==> config.mk <==
export PLATFORM = sky130hd
export DESIGN_NAME = reflow_profile_sequencer
export DESIGN_NICKNAME = d
export VERILOG_FILES = /design/src/hw/rtl/rps_pkg.sv /design/src/hw/rtl/rps_cfg_regs.sv /design/src/hw/rtl/rps_core.sv /design/src/hw/rtl/reflow_profile_sequencer.sv
export VERILOG_INCLUDE_DIRS = /design/src /design/src/hw/rtl
export SDC_FILE = /design/constraint.sdc
export NUM_CORES = 1
export LEC_CHECK = 0
export ABC_AREA = 1
export ABC_CLOCK_PERIOD_IN_PS = 7400
export BUFFER_PORTS_ARGS = -buffer_cell sky130_fd_sc_hd__buf_2
export CAP_MARGIN = 15
export CORE_MARGIN = 2
export CORE_UTILIZATION = 60
export DETAILED_ROUTE_END_ITERATION = 10
export HOLD_SLACK_MARGIN = 0.02
export PLACE_DENSITY = 0.78
export SYNTH_ARGS = -nofsm -noshare
export SYNTH_HDL_FRONTEND = slang
export SYNTH_SLANG_ARGS = --single-unit
export TNS_END_PERCENT = 5
==> constraint.sdc <==
create_clock -name clk -period 7.4 [get_ports clk]
set_input_delay 0.37 -clock clk [delete_from_list [all_inputs] [get_ports clk]]
set_output_delay 0.37 -clock clk [all_outputs]
set_load 0.01 [all_outputs]
==> src/hw/rtl/reflow_profile_sequencer_assert.svh <==
// assertion macros for the reflow profile sequencer
// each macro expects clk and rst in scope
`ifndef REFLOW_PROFILE_SEQUENCER_ASSERT_SVH
`define REFLOW_PROFILE_SEQUENCER_ASSERT_SVH

`ifndef SYNTHESIS
`define RPS_ASSERT_SAME(lbl, ante, cons) \
  lbl: assert property (@(posedge clk) disable iff (rst) (ante) |-> (cons)) \
    else $error("sequencer check failed");
`define RPS_ASSERT_NEXT(lbl, ante, cons) \
  lbl: assert property (@(posedge clk) disable iff (rst) (ante) |=> (cons)) \
    else $error("sequencer check failed");
`else
`define RPS_ASSERT_SAME(lbl, ante, cons)
`define RPS_ASSERT_NEXT(lbl, ante, cons)
`endif

`endif

==> src/hw/rtl/rps_pkg.sv <==
`timescale 1ns / 1ps

package rps_pkg;

  localparam int WINDOW_MS        = 2000;
  localparam int RAMP_INTERVAL_MS = 1000;
  localparam int BUZZER_MS        = 2000;
  localparam int MS_PER_SEC       = 1000;

  typedef enum logic [3:0] {
    PH_READY    = 4'd0,
    PH_TOO_HOT  = 4'd1,
    PH_HEATUP1  = 4'd2,
    PH_SOAK     = 4'd3,
    PH_HEATUP2  = 4'd4,
    PH_REFLOW   = 4'd5,
    PH_COOLDOWN = 4'd6,
    PH_FINISHED = 4'd7,
    PH_ABORTED  = 4'd8
  } phase_t;

  localparam logic [1:0] GAIN_HEATUP = 2'd0;
  localparam logic [1:0] GAIN_SOAK   = 2'd1;
  localparam logic [1:0] GAIN_REFLOW = 2'd2;

  localparam logic [3:0] CFG_HEATUP1_STEP     = 4'd0;
  localparam logic [3:0] CFG_SOAK_TEMP        = 4'd1;
  localparam logic [3:0] CFG_SOAK_SECONDS     = 4'd2;
  localparam logic [3:0] CFG_HEATUP2_STEP     = 4'd3;
  localparam logic [3:0] CFG_REFLOW_TEMP      = 4'd4;
  localparam logic [3:0] CFG_REFLOW_SECONDS   = 4'd5;
  localparam logic [3:0] CFG_COOLDOWN_TEMP    = 4'd6;
  localparam logic [3:0] CFG_START_LIMIT_TEMP = 4'd7;

  typedef struct packed {
    logic [8:0]  heatup1_step;
    logic [11:0] soak_temp;
    logic [9:0]  soak_seconds;
    logic [8:0]  heatup2_step;
    logic [11:0] reflow_temp;
    logic [9:0]  reflow_seconds;
    logic [11:0] cooldown_temp;
    logic [11:0] start_limit_temp;
  } cfg_t;

  localparam cfg_t CFG_RESET = '{
    heatup1_step:     9'd4,
    soak_temp:        12'd600,
    soak_seconds:     10'd90,
    heatup2_step:     9'd4,
    reflow_temp:      12'd960,
    reflow_seconds:   10'd40,
    cooldown_temp:    12'd400,
    start_limit_temp: 12'd200
  };

  typedef struct packed {
    logic [11:0] temperature;
    logic        start_request;
    logic        abort_request;
    logic [10:0] drive_level;
  } tick_t;

  typedef struct packed {
    logic [3:0]  phase;
    logic [11:0] target;
    logic [1:0]  gain_select;
    logic        heating_active;
    logic        heater_on;
    logic        buzzer_on;
  } result_t;

endpackage

==> src/hw/rtl/rps_cfg_regs.sv <==
`timescale 1ns / 1ps

module rps_cfg_regs import rps_pkg::*; (
  input  logic        clk,
  input  logic        rst,
  input  logic        wr,
  input  logic [3:0]  index,
  input  logic [11:0] data,
  output cfg_t        cfg
);

  always_ff @(posedge clk) begin
    if (rst) begin
      cfg <= CFG_RESET;
    end else if (wr) begin
      unique case (index)
        CFG_HEATUP1_STEP:     cfg.heatup1_step     <= data[8:0];
        CFG_SOAK_TEMP:        cfg.soak_temp        <= data;
        CFG_SOAK_SECONDS:     cfg.soak_seconds     <= data[9:0];
        CFG_HEATUP2_STEP:     cfg.heatup2_step     <= data[8:0];
        CFG_REFLOW_TEMP:      cfg.reflow_temp      <= data;
        CFG_REFLOW_SECONDS:   cfg.reflow_seconds   <= data[9:0];
        CFG_COOLDOWN_TEMP:    cfg.cooldown_temp    <= data;
        CFG_START_LIMIT_TEMP: cfg.start_limit_temp <= data;
        default: ;
      endcase
    end
  end

endmodule

==> src/hw/rtl/rps_core.sv <==
`timescale 1ns / 1ps

`include "reflow_profile_sequencer_assert.svh"

module rps_core import rps_pkg::*; (
  input  logic    clk,
  input  logic    rst,
  input  cfg_t    cfg,
  input  logic    step,
  input  tick_t   tick,
  output result_t res
);

  phase_t      phase, phase_next;
  logic [11:0] setpoint, setpoint_next;
  logic [15:0] ramp_timer, ramp_timer_next;
  logic [19:0] hold_timer, hold_timer_next;
  logic [15:0] buzzer_timer, buzzer_timer_next;
  logic [10:0] window_position, window_position_next;
  logic        active_flag, active_flag_next;
  logic [1:0]  gain, gain_next;

  logic        abort_hit;
  logic        too_hot;
  logic [16:0] ramp_inc;
  logic        ramp_due;
  logic [8:0]  ramp_step;
  logic [11:0] ramp_cap;
  logic [11:0] ramp_sum;
  logic [11:0] ramp_val;
  logic [19:0] soak_hold;
  logic [19:0] reflow_hold;
  logic        heat;
  logic        buzz;

  function automatic logic [11:0] sat_add(input logic [11:0] a, input logic [8:0] b);
    logic [12:0] s;
    s = {1'b0, a} + {4'd0, b};
    return s[12] ? 12'hFFF : s[11:0];
  endfunction

  assign abort_hit = tick.abort_request && (phase >= PH_HEATUP1) && (phase <= PH_FINISHED);
  assign too_hot   = tick.temperature >= cfg.start_limit_temp;

  assign ramp_inc  = {1'b0, ramp_timer} + 17'd1;
  assign ramp_due  = ramp_inc >= 17'(RAMP_INTERVAL_MS);
  assign ramp_step = (phase == PH_HEATUP2) ? cfg.heatup2_step : cfg.heatup1_step;
  assign ramp_cap  = (phase == PH_HEATUP2) ? cfg.reflow_temp : cfg.soak_temp;
  assign ramp_sum  = sat_add(setpoint, ramp_step);
  assign ramp_val  = (ramp_sum >= ramp_cap) ? ramp_cap : ramp_sum;

  assign soak_hold   = 20'(cfg.soak_seconds * MS_PER_SEC);
  assign reflow_hold = 20'(cfg.reflow_seconds * MS_PER_SEC);

  // phase transitions
  always_comb begin
    phase_next = phase;
    if (abort_hit) begin
      phase_next = PH_ABORTED;
    end else begin
      unique case (phase) inside
        PH_HEATUP1:  if (tick.temperature >= cfg.soak_temp) phase_next = PH_SOAK;
        PH_SOAK:     if (hold_timer == '0) phase_next = PH_HEATUP2;
        PH_HEATUP2:  if (tick.temperature >= cfg.reflow_temp) phase_next = PH_REFLOW;
        PH_REFLOW:   if (hold_timer == '0) phase_next = PH_COOLDOWN;
        PH_COOLDOWN: if (tick.temperature < cfg.cooldown_temp) phase_next = PH_FINISHED;
        PH_FINISHED: ;
        PH_ABORTED, PH_TOO_HOT: if (!too_hot) phase_next = PH_READY;
        default: begin
          if (too_hot) phase_next = PH_TOO_HOT;
          else if (tick.start_request) phase_next = PH_HEATUP1;
          else phase_next = PH_READY;
        end
      endcase
    end
  end

  // timers, setpoint and outputs
  always_comb begin
    logic [11:0] win_inc;
    logic [11:0] win_wrap;
    setpoint_next        = setpoint;
    ramp_timer_next      = ramp_timer;
    hold_timer_next      = hold_timer;
    buzzer_timer_next    = buzzer_timer;
    window_position_next = window_position;
    active_flag_next     = active_flag;
    gain_next            = gain;
    buzz                 = 1'b0;
    heat                 = 1'b0;

    if (buzzer_timer != '0) begin
      buzz              = 1'b1;
      buzzer_timer_next = buzzer_timer - 16'd1;
    end

    if (abort_hit) begin
      active_flag_next = 1'b0;
    end else begin
      unique case (phase) inside
        PH_HEATUP1: begin
          active_flag_next = 1'b1;
          if (ramp_due) begin
            ramp_timer_next = '0;
            setpoint_next   = ramp_val;
          end else begin
            ramp_timer_next = ramp_inc[15:0];
          end
          if (tick.temperature >= cfg.soak_temp) begin
            hold_timer_next = soak_hold;
            setpoint_next   = cfg.soak_temp;
            gain_next       = GAIN_SOAK;
          end
        end
        PH_SOAK: begin
          if (hold_timer == '0) begin
            setpoint_next   = sat_add(tick.temperature, cfg.heatup2_step);
            // first heatup2 tick takes a ramp step at once
            ramp_timer_next = 16'(RAMP_INTERVAL_MS - 1);
            gain_next       = GAIN_HEATUP;
          end else begin
            hold_timer_next = hold_timer - 20'd1;
          end
        end
        PH_HEATUP2: begin
          if (ramp_due) begin
            ramp_timer_next = '0;
            setpoint_next   = ramp_val;
          end else begin
            ramp_timer_next = ramp_inc[15:0];
          end
          if (tick.temperature >= cfg.reflow_temp) begin
            hold_timer_next = reflow_hold;
            setpoint_next   = cfg.reflow_temp;
            gain_next       = GAIN_REFLOW;
          end
        end
        PH_REFLOW: begin
          if (hold_timer == '0) begin
            setpoint_next     = cfg.cooldown_temp;
            buzzer_timer_next = 16'(BUZZER_MS);
            buzz              = 1'b1;
          end else begin
            hold_timer_next = hold_timer - 20'd1;
          end
        end
        PH_COOLDOWN: begin
          if (tick.temperature < cfg.cooldown_temp) active_flag_next = 1'b0;
        end
        PH_FINISHED: ;
        PH_ABORTED, PH_TOO_HOT: begin
          active_flag_next = 1'b0;
        end
        default: begin
          if (!too_hot && tick.start_request) begin
            setpoint_next        = sat_add(tick.temperature, cfg.heatup1_step);
            ramp_timer_next      = '0;
            window_position_next = '0;
            gain_next            = GAIN_HEATUP;
          end
        end
      endcase
    end

    // heater window runs 1..WINDOW_MS while active
    win_inc  = {1'b0, window_position_next} + 12'd1;
    win_wrap = (win_inc > 12'(WINDOW_MS)) ? win_inc - 12'(WINDOW_MS) : win_inc;
    if (active_flag_next) begin
      window_position_next = win_wrap[10:0];
      heat                 = tick.drive_level > win_wrap[10:0];
    end
  end

  always_ff @(posedge clk) begin
    if (rst) begin
      phase           <= PH_READY;
      setpoint        <= '0;
      ramp_timer      <= '0;
      hold_timer      <= '0;
      buzzer_timer    <= '0;
      window_position <= '0;
      active_flag     <= 1'b0;
      gain            <= GAIN_HEATUP;
    end else if (step) begin
      phase           <= phase_next;
      setpoint        <= setpoint_next;
      ramp_timer      <= ramp_timer_next;
      hold_timer      <= hold_timer_next;
      buzzer_timer    <= buzzer_timer_next;
      window_position <= window_position_next;
      active_flag     <= active_flag_next;
      gain            <= gain_next;
    end
  end

  assign res.phase          = phase_next;
  assign res.target         = setpoint_next;
  assign res.gain_select    = gain_next;
  assign res.heating_active = active_flag_next;
  assign res.heater_on      = heat;
  assign res.buzzer_on      = buzz;

  `RPS_ASSERT_SAME(a_aborted_idle, phase == PH_ABORTED, !active_flag)
  `RPS_ASSERT_SAME(a_window_range, 1'b1, window_position <= 11'(WINDOW_MS))
  `RPS_ASSERT_SAME(a_buzzer_range, 1'b1, buzzer_timer <= 16'(BUZZER_MS))
  `RPS_ASSERT_NEXT(a_cool_done,
    step && !tick.abort_request && phase == PH_COOLDOWN &&
    tick.temperature < cfg.cooldown_temp,
    phase == PH_FINISHED && !active_flag)

endmodule

==> src/hw/rtl/reflow_profile_sequencer.sv <==
`timescale 1ns / 1ps

// reflow profile sequencer, one beat per millisecond tick
// tick channel: temperature, start and abort requests and the drive level of
// the external controller; each accepted beat yields exactly one result beat
// result channel: phase, setpoint, gain set, active flag, heater and buzzer
// cfg channel: register index and data; always ready, write only while idle
// path: an accepted tick beat is taken into the input register, then the phase
// logic writes its result into the result register
// throughput: one tick per cycle while results are taken; the whole profile
// step is one pass of compares, one saturating add and the timer updates
// reset: phase ready, setpoint and all timers zero, heatup gains, heater
// off, registers back to their default profile
// stall: a waiting result holds the result register; the input register
// still takes one more tick, then ready drops until the result is taken
module reflow_profile_sequencer import rps_pkg::*; (
  input  logic        clk,
  input  logic        rst,
  input  logic        tick_valid,
  output logic        tick_ready,
  input  tick_t       tick,
  output logic        result_valid,
  input  logic        result_ready,
  output result_t     result,
  input  logic        cfg_valid,
  output logic        cfg_ready,
  input  logic [3:0]  cfg_index,
  input  logic [11:0] cfg_data
);

  cfg_t    cfg;
  result_t res;
  tick_t   held_tick;
  logic    held_valid;
  logic    advance;
  logic    step;

  assign cfg_ready  = 1'b1;
  assign advance    = !result_valid || result_ready;
  assign tick_ready = !held_valid || advance;
  assign step       = held_valid && advance;

  rps_cfg_regs u_cfg (
    .clk   (clk),
    .rst   (rst),
    .wr    (cfg_valid && cfg_ready),
    .index (cfg_index),
    .data  (cfg_data),
    .cfg   (cfg)
  );

  rps_core u_core (
    .clk  (clk),
    .rst  (rst),
    .cfg  (cfg),
    .step (step),
    .tick (held_tick),
    .res  (res)
  );

  always_ff @(posedge clk) begin
    if (rst) begin
      held_valid   <= 1'b0;
      result_valid <= 1'b0;
    end else begin
      if (tick_ready) held_valid <= tick_valid;
      if (advance) result_valid <= held_valid;
    end
  end

  always_ff @(posedge clk) begin
    if (tick_ready && tick_valid) held_tick <= tick;
    if (step) result <= res;
  end

endmodule

# Yosys cells after proc, flatten, opt, wreduce, memory -nomap -nowiden

Index checks and enable logic that the tools add are counted.

$add $sub $neg: 8
Multipliers: 2
$lt $le $gt $ge: 10
Eq/ne operators: 19
Multiplexer cells: 54
Bitwise operators: 2
Reduce and logical (&&, ||, !) cells: 31

Operators by type and width:

| cell                  | number |
|---|---|
| $mux 12               | 12 |
| $mux 16               | 7 |
| $mux 20               | 3 |
| $pmux 12 s5           | 1 |
| $pmux 20 s3           | 1 |
| $mux 11               | 5 |
| $ge 12x12->1          | 4 |
| $pmux 16 s3           | 1 |
| $add 12x9->13         | 3 |
| $mul 10x7->17 const B | 2 |
| $eq 4x3->1 const B    | 8 |
| $mux 4                | 8 |
| $pmux 4 s7            | 1 |
| $logic_not 20->1      | 1 |
| $sub 20x1->20 const B | 1 |
| $add 16x1->17 const B | 1 |
| $ge 17x10->1 const B  | 1 |
| $eq 4x2->1 const B    | 4 |
| $reduce_and 2->1      | 8 |
| $reduce_bool 16->1    | 1 |
| $sub 16x1->16 const B | 1 |
| $add 11x1->12 const B | 1 |
| $gt 12x11->1 const B  | 1 |
| $lt 12x12->1          | 1 |
| 24 further kinds      | 49 |

Flip-flop bits (word level): 216
Input bits: 46
Word-level logic and storage cells: 154

# Depth between registers and ports, before layout

Depth after elaboration: 10
Depth in mapped cells: 35

# Hierarchy

From an unflattened synthesis, not the netlist that was laid out.

Cells, all modules: 2436
Area, all modules: 17377.9 µm²

By module, submodules not included:

| module                   | times used | cells an instance | area each (µm²) |
|---|---|---|---|
| rps_core                 | 1          | 1886              | 12515.8 |
| rps_cfg_regs             | 1          | 490               | 3378.2 |
| reflow_profile_sequencer | 1          | 60                | 1483.9 |

# Worst setup path after synthesis

No wires, ideal clock.

Path type: reg-to-reg
Start: register u_core.phase[0]
End: register result[16] in the netlist's numbering (data pin)
Arrival time: 4.947 ns
Data required time: 7.145 ns
Slack: 2.198 ns
Cell stages (with the launch flop): 34
Clock period less this slack: 5.202 ns
Path through: dfxtp_1 -> nor2_1 -> nand2_1 -> clkbuf_1 -> clkbuf_1 -> clkbuf_1 -> nand2_1 -> o21ai_0 -> ha_1 -> inv_1 -> fa_1 -> inv_1 -> nand3_1 -> nand2_1 -> a21oi_1 -> o21ai_0 -> a21oi_1 -> nor3_1 -> inv_1 -> nand2_1 -> ha_1 -> a21oi_1 -> o21ai_0 -> nand3_1 -> o2111ai_1 -> a31oi_1 -> inv_1 -> clkbuf_1 -> o21ai_0 -> nand2_1 -> o211ai_2 -> nand3_1 -> o21ai_0 -> inv_1

RTL lines:

| item                     | RTL line                       | text |
|---|---|---|
| start: declaration       | rps_core.sv:14                 | `phase_t phase, phase_next;` |
| start signal: assignment | rps_core.sv:185                | `phase <= phase_next;` |
| end signal: assignment   | reflow_profile_sequencer.sv:73 | `if (step) result <= res;` |
| end: declaration         | reflow_profile_sequencer.sv:24 | `output result_t result,` |

==> flow_metrics.tcl <==
set metrics [dict create \
    status "completed" \
    clk_pin_slew_worst_paths_ps 70 \
    slew_headroom_pct 27.0 \
    synth.most_common_cell "nand2_1" \
    seqPwrFrac_pct 35.2 \
    die_x_um 173 \
    clock_tree.buffer_depth 3 \
    clk_latency_ps 560 \
    cts-root-buf "clkbuf_16" \
    cts_setup_buffers 0 \
    grt.met2_usage_pct 54.4 \
    place_congestion 0.989 \
    htree_levels 1 \
    initial_utilization_pct 61.3 \
    track_usage_pct 33.7 \
    synth-seq-cells 216 \
    avgSynthCellArea_um2 7.39 \
    fin_util_pct 67.9 \
    hold_path_class "primary input to register" \
    startpoint_type "register" \
    dieArea_um2 29900 \
    finalHoldViolations 0 \
    tritoncts "built" \
    busiest_layer "met2" \
    pwr-share-comb_pct 29.5 \
    crit_fanout 40 \
    tightest_slew_ps 1090 \
    drv_slew 0 \
    async_flop_share_pct 0 \
    synth_ff_type "dfxtp_1" \
    cts.sinks 216 \
    viasPerCell 5.85 \
    grt_use_met1_pct 43.5 \
    netlist_area_um2 17100 \
    grt_remaining_overflow 0 \
    grt_max_degree 106 \
    finalCritPeriodShare_pct 85.6 \
    setup_viol_count_final 0 \
    fmaxAchievable_mhz 158 \
    crit_arrival_ps 6630 \
    drtIter0Drc 1710 \
    core_um2 27900 \
    synthTopCellsByArea "dfxtp_1, ha_1, nand2_1, edfxtp_1, inv_1" \
    p_sw_share_pct 35.0 \
    gr-usage-met3_pct 4.95 \
    via_count 16282 \
    antenna_left 0 \
    syn_nets 2610 \
    power.share.clock_pct 35.2 \
    fin_crit_ps 6330 \
    routed_wl_um 50600 \
    tns_ps 0 \
    p_int_w 0.00259 \
    drv_cap 0 \
    power-per-cell-area_nw_per_um2 210 \
    p_leak_nw 8.98 \
    area_growth_pct 10.7 \
    required_ps 7700 \
    ioPinCount 70 \
    wl_per_cell_um 18.2 \
    drc_errors 0 \
    synth_edf_count 46 \
    grt_pass1_vias 15878 \
    hold_start "tick_valid" \
    skew_ps 20.1 \
    antenna_found_initial 0 \
    end_kind "register" \
    ir_drop_mv 0.213 \
    switching_power_w 0.00139 \
    synthTopCellsByCount "nand2_1, inv_1, a21oi_1, o21ai_0, nor2_1" \
    worst_slack_ps 1070 \
    fillers 2466 \
    yosysTopAreaCell "dfxtp_1" \
    port_buffers 68 \
    seq_area_frac_synth_pct 27.9 \
    dp_slack_ps 1290 \
    rsz0062_at_grt "no" \
    critPathMaxStageDelay_ps 500 \
    dieHeight_um 173 \
    ys_types 56 \
    first_pass_iters 8 \
    dpl.hpwl_um 37600 \
    grt_pass1_wl_um 81400 \
    path_class "register to register" \
    num_antenna_cells 0 \
    numCtsBuffers 26 \
    ys_warn_count 0 \
    fin_nets 2679 \
    netlist_instances 2317 \
    regToRegStartpoint "u_core.phase[0]" \
    drive_gt1_share_pct 8.31 \
    rows 61 \
    synth_top_cell_area_share_pct 19.9 \
    slowest_stage "nor3_1" \
    cp-startpoint "u_core.phase[0]" \
]
-- placed cells by master (no fill, tap or decap), drive strengths merged, types with 3 or more instances in the layout --
| master | instances |
|---|---|
| nand3 | 136 |
| dfxtp | 170 |
| o211ai | 35 |
| xor2 | 33 |
| clkbuf | 33 |
| nand3b | 6 |
| a21o | 4 |
| bufinv | 3 |
| a211oi | 10 |
| xnor2 | 17 |
| a31oi | 10 |
| o21a | 7 |
| o311ai | 4 |
| ha | 184 |
| buf | 77 |
| nor3 | 29 |
| dlygate4sd3 | 25 |
| fa | 63 |
| nor2 | 205 |
| clkinv | 14 |
| nor4 | 5 |
| inv | 349 |
| o31ai | 3 |
| o221ai | 4 |
| a21oi | 227 |
| or2 | 11 |
| a22oi | 5 |
| o22ai | 9 |
| nand2 | 423 |
| o21ai | 200 |
| nand4 | 40 |
| edfxtp | 46 |
| o21bai | 6 |
-- path summary, 6_finish.rpt --
| check | to | slack (ps) | cells past startpoint |
|---|---|---|---|
| setup / recovery | result[16] | 1070 | 29 |
| hold / removal | held_valid | 110 | 3 |
| setup reg to reg | result[16] | 1070 | 29 |
| hold reg to reg | u_cfg.cfg[9] | 460 | 2 |
-- routing by layer --
| layer | vias up | share of wire (%) |
|---|---|---|
| li1 | 7873 | - |
| met1 | 7467 | 41 |
| met2 | 755 | 45 |
| met3 | 187 | 7.8 |
| met4 | 0 | 6.0 |
| met5 | - | 0 |
-- stage by stage --
stage | hold slack (ps) | area (um2) | std cells | total power, W
final | 113 | 19000 | 2784 | 0.00398
after detailed placement | 455 | 17700 | 2710 | 0.00256
after floorplan | 435 | 17100 | 2317 | 0.00225
after CTS | 99.0 | 18900 | 2783 | 0.00397
after global routing | 124 | 19000 | 2784 | 0.00420
after global placement | 446 | 17700 | 2710 | 0.00253
-- cell families (layout without fill, tap and decap cells) --
logic type               Yosys count  after routing  synth area share [%]
buffers and inverters            414            503                  9.23
AND/OR/NAND/NOR                  856            856                  22.0
other                              1              1                0.0219
flip-flops                       216            216                  27.9
XOR/XNOR                          50             50                  2.56
adder cells (fa/ha/maj)          247            247                  20.8
AO/OA/AOI/OAI                    533            533                  17.4
-- area by class of cell --
type | instances | area, um2 | area share, %
Multi-Input combinational cell | 1687 | 10800 | 56.7
Sequential cell | 216 | 4780 | 25.2
Inverter | 353 | 1330 | 6.99
Clock buffer | 33 | 781 | 4.12
Timing Repair Buffer | 102 | 678 | 3.58
Tap cell | 378 | 473 | 2.50
Clock inverter | 15 | 158 | 0.832
-- critical path: cells and delay by family, from the launching register on --
kind	cells	cell delay [ps]
AOI/OAI and AO/OA	11	1960
adders and majority gates	2	680
buffers and inverters	6	1260
DFF	1	480
and+or+nand+nor	10	1670
-- power groups by stage --
stage | sequential, W | combinational (W) | clock (W)
3_5_place_dp | 0.00142 | 0.00114 | 0
4_1_cts | 0.00140 | 0.00116 | 0.00141
6_report | 0.00140 | 0.00118 | 0.00140
3_3_place_gp | 0.00142 | 0.00111 | 0
2_1_floorplan | 0.00140 | 0.000856 | 0
5_1_grt | 0.00141 | 0.00134 | 0.00145
-- state kept, by name (all words and copies together), names as in the netlist, 11 cells and up --
| name | flops |
|---|---|
| u_core.buzzer_timer | 16 |
| u_core.hold_timer | 20 |
| u_core.ramp_timer | 16 |
| u_core.setpoint | 12 |
| held_tick | 25 |
| u_core.window_position | 11 |
| result | 21 |
| u_cfg.cfg | 86 |
-- repair_timing --
action,in CTS,in global routing
gates resized for setup,0,0
hold buffers,25,0
endpoints found under the hold margin,25,0
No activity file was read; power rests on OpenSTA's default activity.
